$ cat config.mk
export PLATFORM = sky130hd
export DESIGN_NAME = sorted_page_range_coalescer
export DESIGN_NICKNAME = d
export VERILOG_FILES = /design/src/hw/rtl/sprc_pkg.sv /design/src/hw/rtl/sorted_page_range_coalescer.sv /design/src/hw/rtl/sprc_merge.sv
export SDC_FILE = /design/constraint.sdc
export NUM_CORES = 1
export LEC_CHECK = 0
export ABC_AREA = 0
export BUFFER_PORTS_ARGS = -buffer_cell sky130_fd_sc_hd__clkbuf_2
export CAP_MARGIN = 10
export CORE_MARGIN = 2
export CORE_UTILIZATION = 58
export CTS_CLUSTER_SIZE = 40
export DETAILED_ROUTE_END_ITERATION = 8
export PLACE_DENSITY = 0.77
export SLEW_MARGIN = 20
export SYNTH_ARGS = -nofsm -noshare
export SYNTH_HDL_FRONTEND = slang
export SYNTH_SLANG_ARGS = --single-unit
$ cat constraint.sdc
create_clock -name aclk -period 21.3 [get_ports aclk]
set_input_delay 2.13 -clock aclk [delete_from_list [all_inputs] [get_ports aclk]]
set_output_delay 2.13 -clock aclk [all_outputs]
set_load 0.01 [all_outputs]
$ cat src/hw/rtl/sprc_pkg.sv
// ----------------------------------------------------------------------------
// Sorted page range coalescer package
// Field widths, result kinds and the shared record types.
// ----------------------------------------------------------------------------
package sprc_pkg;

    localparam int GROUP_BITS = 32;
    localparam int PAGE_BITS  = 31;
    localparam int LEN_BITS   = PAGE_BITS + 1;
    localparam int END_BITS   = PAGE_BITS + 2;
    localparam int KIND_BITS  = 2;

    localparam int NUM_SLOTS = 5;
    localparam int SLOT_BITS = $clog2(NUM_SLOTS);
    localparam int CNT_BITS  = $clog2(NUM_SLOTS + 1);

    localparam int IN_DATA_BITS  = ((GROUP_BITS + 2 * PAGE_BITS + 7) / 8) * 8;
    localparam int OUT_DATA_BITS = ((GROUP_BITS + PAGE_BITS + LEN_BITS + 7) / 8) * 8;

    localparam logic [KIND_BITS-1:0] KIND_RANGE      = 2'd0;
    localparam logic [KIND_BITS-1:0] KIND_GROUP_END  = 2'd1;
    localparam logic [KIND_BITS-1:0] KIND_STREAM_END = 2'd2;

    typedef struct packed {
        logic [KIND_BITS-1:0]  kind;
        logic [GROUP_BITS-1:0] group;
        logic [PAGE_BITS-1:0]  first;
        logic [LEN_BITS-1:0]   pages;
    } res_t;

    typedef struct packed {
        logic                  open;
        logic [GROUP_BITS-1:0] group;
        logic [PAGE_BITS-1:0]  first;
        logic [LEN_BITS-1:0]   length;
    } range_state_t;

    typedef struct packed {
        res_t [NUM_SLOTS-1:0] ent;
        logic [CNT_BITS-1:0]  cnt;
    } batch_t;

endpackage

$ cat src/hw/rtl/sorted_page_range_coalescer.sv
// ----------------------------------------------------------------------------
// Sorted page range coalescer
// Merges sorted page-access records into one open range per group and
// emits ranges, group-end and stream-end words.
// ----------------------------------------------------------------------------
// Channel  Direction  Content
// s_*      in         one access record: group tag, start page, page count
// m_*      out        range, group-end or stream-end word
//
// A record is merged against the open range in the cycle it is accepted.
// Its words, zero to five, are held in the slot registers and leave one per cycle
// from the output register while m_tready is high.
// Records that release no word are taken every cycle; otherwise intake
// follows the output, one word per cycle, limited by the single output port.
// Reset is synchronous, closes the open range and holds s_tready low.
// A stall on m_tready holds the current word and stops intake while any word
// of the last record is still waiting.
module sorted_page_range_coalescer
    import sprc_pkg::*;
(
    input  logic                     aclk,
    input  logic                     aresetn,
    input  logic                     s_tvalid,
    output logic                     s_tready,
    // group_tag, start_page, page_count, zero fill
    input  logic [IN_DATA_BITS-1:0]  s_tdata,
    input  logic                     s_tlast,
    output logic                     m_tvalid,
    input  logic                     m_tready,
    // out_group, range_first, range_pages, zero fill
    output logic [OUT_DATA_BITS-1:0] m_tdata,
    // kind
    output logic [KIND_BITS-1:0]     m_tuser,
    output logic                     m_tlast
);

    range_state_t         state_reg;
    range_state_t         state_next;
    batch_t               batch;
    res_t [NUM_SLOTS-1:0] ent_reg;
    logic [CNT_BITS-1:0]  cnt_reg;
    res_t                 out_reg;
    logic                 m_tvalid_reg;
    logic                 m_tlast_reg;
    logic                 out_free;
    logic                 emit;
    logic                 accept;

    sprc_merge u_merge (
        .group_tag  (s_tdata[GROUP_BITS-1:0]),
        .start_page (s_tdata[GROUP_BITS+PAGE_BITS-1:GROUP_BITS]),
        .page_count (s_tdata[GROUP_BITS+2*PAGE_BITS-1:GROUP_BITS+PAGE_BITS]),
        .stream_end (s_tlast),
        .cur_state  (state_reg),
        .next_state (state_next),
        .batch      (batch)
    );

    assign out_free = !m_tvalid_reg || m_tready;
    assign emit     = (cnt_reg != '0) && out_free;
    assign s_tready = aresetn &&
                      ((cnt_reg == '0) || ((cnt_reg == CNT_BITS'(1)) && out_free));
    assign accept   = s_tvalid && s_tready;

    always_ff @(posedge aclk) begin
        if (!aresetn) begin
            state_reg    <= '0;
            cnt_reg      <= '0;
            m_tvalid_reg <= 1'b0;
        end else begin
            if (accept) begin
                state_reg <= state_next;
                cnt_reg   <= batch.cnt;
            end else if (emit) begin
                cnt_reg <= cnt_reg - 1'b1;
            end
            if (emit) begin
                m_tvalid_reg <= 1'b1;
            end else if (m_tready) begin
                m_tvalid_reg <= 1'b0;
            end
        end
    end

    always_ff @(posedge aclk) begin
        if (accept) begin
            ent_reg <= batch.ent;
        end else if (emit) begin
            for (int i = 0; i < NUM_SLOTS - 1; i++) begin
                ent_reg[i] <= ent_reg[i+1];
            end
        end
        if (emit) begin
            out_reg     <= ent_reg[0];
            m_tlast_reg <= (cnt_reg == CNT_BITS'(1));
        end
    end

    assign m_tvalid = m_tvalid_reg;
    assign m_tlast  = m_tlast_reg;
    assign m_tuser  = out_reg.kind;
    assign m_tdata  = OUT_DATA_BITS'({out_reg.pages, out_reg.first, out_reg.group});

endmodule

$ cat src/hw/rtl/sprc_merge.sv
// ----------------------------------------------------------------------------
// Sorted page range coalescer merge logic
// Compares one record with the open range, forms the next range state and
// the ordered list of words that the record releases.
// ----------------------------------------------------------------------------
module sprc_merge
    import sprc_pkg::*;
(
    input  logic [GROUP_BITS-1:0] group_tag,
    input  logic [PAGE_BITS-1:0]  start_page,
    input  logic [PAGE_BITS-1:0]  page_count,
    input  logic                  stream_end,
    input  range_state_t          cur_state,
    output range_state_t          next_state,
    output batch_t                batch
);

    logic                 flush;
    logic                 cont;
    logic                 covered;
    logic                 touch;
    logic                 past;
    logic [END_BITS-1:0]  cur_end;
    logic [END_BITS-1:0]  new_end;
    logic [LEN_BITS-1:0]  merged;
    logic [PAGE_BITS-1:0] fin_first;
    logic [LEN_BITS-1:0]  fin_len;
    logic [SLOT_BITS-1:0] base;
    res_t                 r_old;
    res_t                 g_old;
    res_t                 r_fin;
    res_t                 g_fin;
    res_t                 s_fin;

    always_comb begin
        flush   = cur_state.open && (group_tag != cur_state.group);
        cont    = cur_state.open && !flush;
        cur_end = END_BITS'(cur_state.first) + END_BITS'(cur_state.length);
        new_end = END_BITS'(start_page) + END_BITS'(page_count);
        covered = cont && (cur_end >= new_end);
        touch   = cont && !covered && (cur_end >= END_BITS'(start_page));
        past    = cont && !covered && !touch;
        merged  = LEN_BITS'(new_end - END_BITS'(cur_state.first));

        fin_first = (cont && !past) ? cur_state.first : start_page;
        if (covered) begin
            fin_len = cur_state.length;
        end else if (touch) begin
            fin_len = merged;
        end else begin
            fin_len = LEN_BITS'(page_count);
        end

        r_old.kind  = KIND_RANGE;
        r_old.group = cur_state.group;
        r_old.first = cur_state.first;
        r_old.pages = cur_state.length;

        g_old.kind  = KIND_GROUP_END;
        g_old.group = cur_state.group;
        g_old.first = '0;
        g_old.pages = '0;

        r_fin.kind  = KIND_RANGE;
        r_fin.group = group_tag;
        r_fin.first = fin_first;
        r_fin.pages = fin_len;

        g_fin.kind  = KIND_GROUP_END;
        g_fin.group = group_tag;
        g_fin.first = '0;
        g_fin.pages = '0;

        s_fin.kind  = KIND_STREAM_END;
        s_fin.group = '0;
        s_fin.first = '0;
        s_fin.pages = '0;

        batch = '0;
        if (flush) begin
            batch.ent[0] = r_old;
            batch.ent[1] = g_old;
            base = SLOT_BITS'(2);
        end else if (past) begin
            batch.ent[0] = r_old;
            base = SLOT_BITS'(1);
        end else begin
            base = '0;
        end

        if (stream_end) begin
            batch.ent[base]                   = r_fin;
            batch.ent[SLOT_BITS'(base + 1'b1)] = g_fin;
            batch.ent[SLOT_BITS'(base + 2'd2)] = s_fin;
            batch.cnt = CNT_BITS'(base) + CNT_BITS'(3);
        end else begin
            batch.cnt = CNT_BITS'(base);
        end

        if (stream_end) begin
            next_state = '0;
        end else begin
            next_state.open   = 1'b1;
            next_state.group  = group_tag;
            next_state.first  = fin_first;
            next_state.length = fin_len;
        end
    end

endmodule

==> flow_summary.toml <==
[status]
status = "finished, final reports clean"

[final_layout]
drive_above_1_share_pct = 12.0
nets = 3196
n_antenna_cell = 0
largest_reg_flops = 422
layout.cells.non_filler = 3673
area_growth_syn_to_layout_pct = 13.3
final_area_sq_mm = 0.0348

[floorplanning]
fp.dieH_microns = 234
ioPinCount = 202
row_count = 84
initial_core_util_pct = 58.6
core_area_sq_mm = 0.0524
die_width_microns = 234
dieArea_sq_mm = 0.0548

[logic_synthesis]
synth_edf_count = 520
ys_ff_latch = 620
postSynth.asyncResetShare_pct = 0
syn_area_sq_mm = 0.0307
synth_cell_types = 76
synth.avg_cell_area_sq_um = 11.5
ys_warn_count = 0
netlist_instances = 2673
synth-main-ff-cell = "edfxtp_1"
ys_seq_area_share_pct = 57.3

[routing]
drt_pass1_iterations = 9
first_iter_violations = 2515
via_count = 22400
wl_per_cell_microns = 22.1
drt-total-wl_microns = 81300
vias_per_cell = 6.10
ant_nets = 0
drc_errors = 0

[placed_design]
dp.cells = 3552
numPortBuffers = 198
place_congestion = 0.926
detailed_place_hpwl_microns = 54900
place_area_sq_mm = 0.0327

[power]
leakagePower_uw = 0.0149
p_per_area_mw_per_mm2 = 136
vdd_drop_max_uv = 97.5

[sta]
relSlewSlack_pct = 23.6
setup_tns_ps = 0
fmax_mhz = 106
rsz0062_at_grt = "no"
period_needed_ps = 9440
final-hold-violation-count = 0
finalClockSkew_ps = 24.0
slew_violations = 0
setup_violations = 0
hold_slack_ps = 405
min_period_over_period_pct = 44.3
tightest_slew_ps = 1140

[worst_hold_path]
hp-class = "flop to flop"

[clock_tree]
cts_tree = "done"
ctsRootBufferMaster = "clkbuf_16"
clock_sinks = 620
clock_latency_ps = 610
cts_buffers = 67
cts_setup_buffers = 0
cts_buffer_depth = 3
cts_max_level = 3
path_clk_slew_ps = 60
post_cts_resized = 0
ctsHoldBuffers = 0

[global_routing]
use_met3_pct = 5.46
gr-usage-met2_pct = 46.3
grt_usage_pct = 29.5
antenna_found_initial = 2
grt_start_max_net_pins = 106
grt_use_met1_pct = 41.8
top_usage_layer = "met2"
overflow = 0
grt_pass1_vias = 21500
grt_pass1_wl_microns = 123000

[worst_setup_path]
critPathRequiredTime_ps = 21650
slowest_delay_ps = 670
critical_path_class = "primary input to flop"
cp.arrival_ps = 9790
startpoint_type = "primary input"
worst_setup_path_end_kind = "flop"
slowest_stage = "nand2_1"
crit_fanout = 37

[job]
drv_cap = 0
==> metrics by stage <==
stage               utilization, %  worst slack (ps)  total power, uW
CTS                           66.4             12000             4780
floorplan                        -              3160             3400
global route                  66.4             11580             5000
detailed placement            62.3             11430             3640
finish                        66.4             11860             4750
global placement              62.3             11480             3560
==> power by group <==
| group | switching (uW) | internal (uW) |
|---|---|---|
| Clock | 483 | 657 |
| Sequential | 157 | 2140 |
| Combinational | 902 | 417 |
==> final timing paths <==
kind                                                start                    end  slack [ps]  cells past startpoint
worst max-delay path                          s_tdata[32]  ent_reg[13]$_DFFE_PP_       11860                     25
worst min-delay path                ent_reg[25]$_DFFE_PP_  m_tdata[88]$_DFFE_PP_         410                      0
worst max register to register  state_reg[0]$_SDFFE_PN0P_  ent_reg[13]$_DFFE_PP_       13070                     25
worst min register to register      ent_reg[25]$_DFFE_PP_  m_tdata[88]$_DFFE_PP_         410                      0
==> layer usage <==
metal,vias up,share of wire [%]
li1,10400,-
met1,10900,43
met2,930,46
met3,154,8.6
met4,0,2.6
met5,-,0
==> worst max-delay path: cells and delay by family <==
| family | cells | cell delay [ps] |
|---|---|---|
| compound gates | 14 | 3810 |
| xor+xnor | 1 | 110 |
| fa+ha+maj | 3 | 1050 |
| buf+inv | 3 | 1210 |
| simple gates | 4 | 1460 |
==> synth_stat cells, types with 44 or more instances <==
master,n,share of area (%)
edfxtp_1,520,51
nand2_1,306,3.7
o21ai_0,269,4.4
ha_1,159,6.5
a21oi_1,152,2.5
inv_1,150,1.8
a22o_1,104,3.0
clkbuf_1,104,1.3
dfxtp_1,100,6.5
mux2i_1,72,2.3
xor2_1,67,1.9
nor2_1,65,0.79
a21o_1,58,1.4
and3_1,56,1.1
xnor2_1,53,1.5
nor2b_1,48,0.98
and2_1,44,0.90
==> cell families after synthesis <==
group / synth area share [%]
AOI/OAI and AO/OA: 17.1
DFF: 57.3
and+or+nand+nor: 9.46
buffers and inverters: 3.68
adders and majority gates: 6.67
xor gates and xnor gates: 3.42
muxes: 2.35
other: 0.0122
==> cells in the final DEF (no fill, tap or decap), types with 58 or more instances in the layout <==
cell and instances:
edfxtp_1 520, nand2_1 304, o21ai_0 269, clkbuf_2 198, ha_1 159, a21oi_1 151
inv_1 149, a22o_1 104, dfxtp_1 100, conb_1 97, mux2i_1 72, xor2_1 67
clkbuf_16 67, nor2_1 62, a21o_1 58
==> cell type report <==
type	instances	area, sq um
sequential	620	17600
inverter	151	567
clock buffer	90	1860
tap	688	861
clock inverter	31	288
fill	3935	17600
timing repair buffer	227	1210
multi-input combinational	1866	12400
Note: power is estimated with default switching activity, not from simulation.
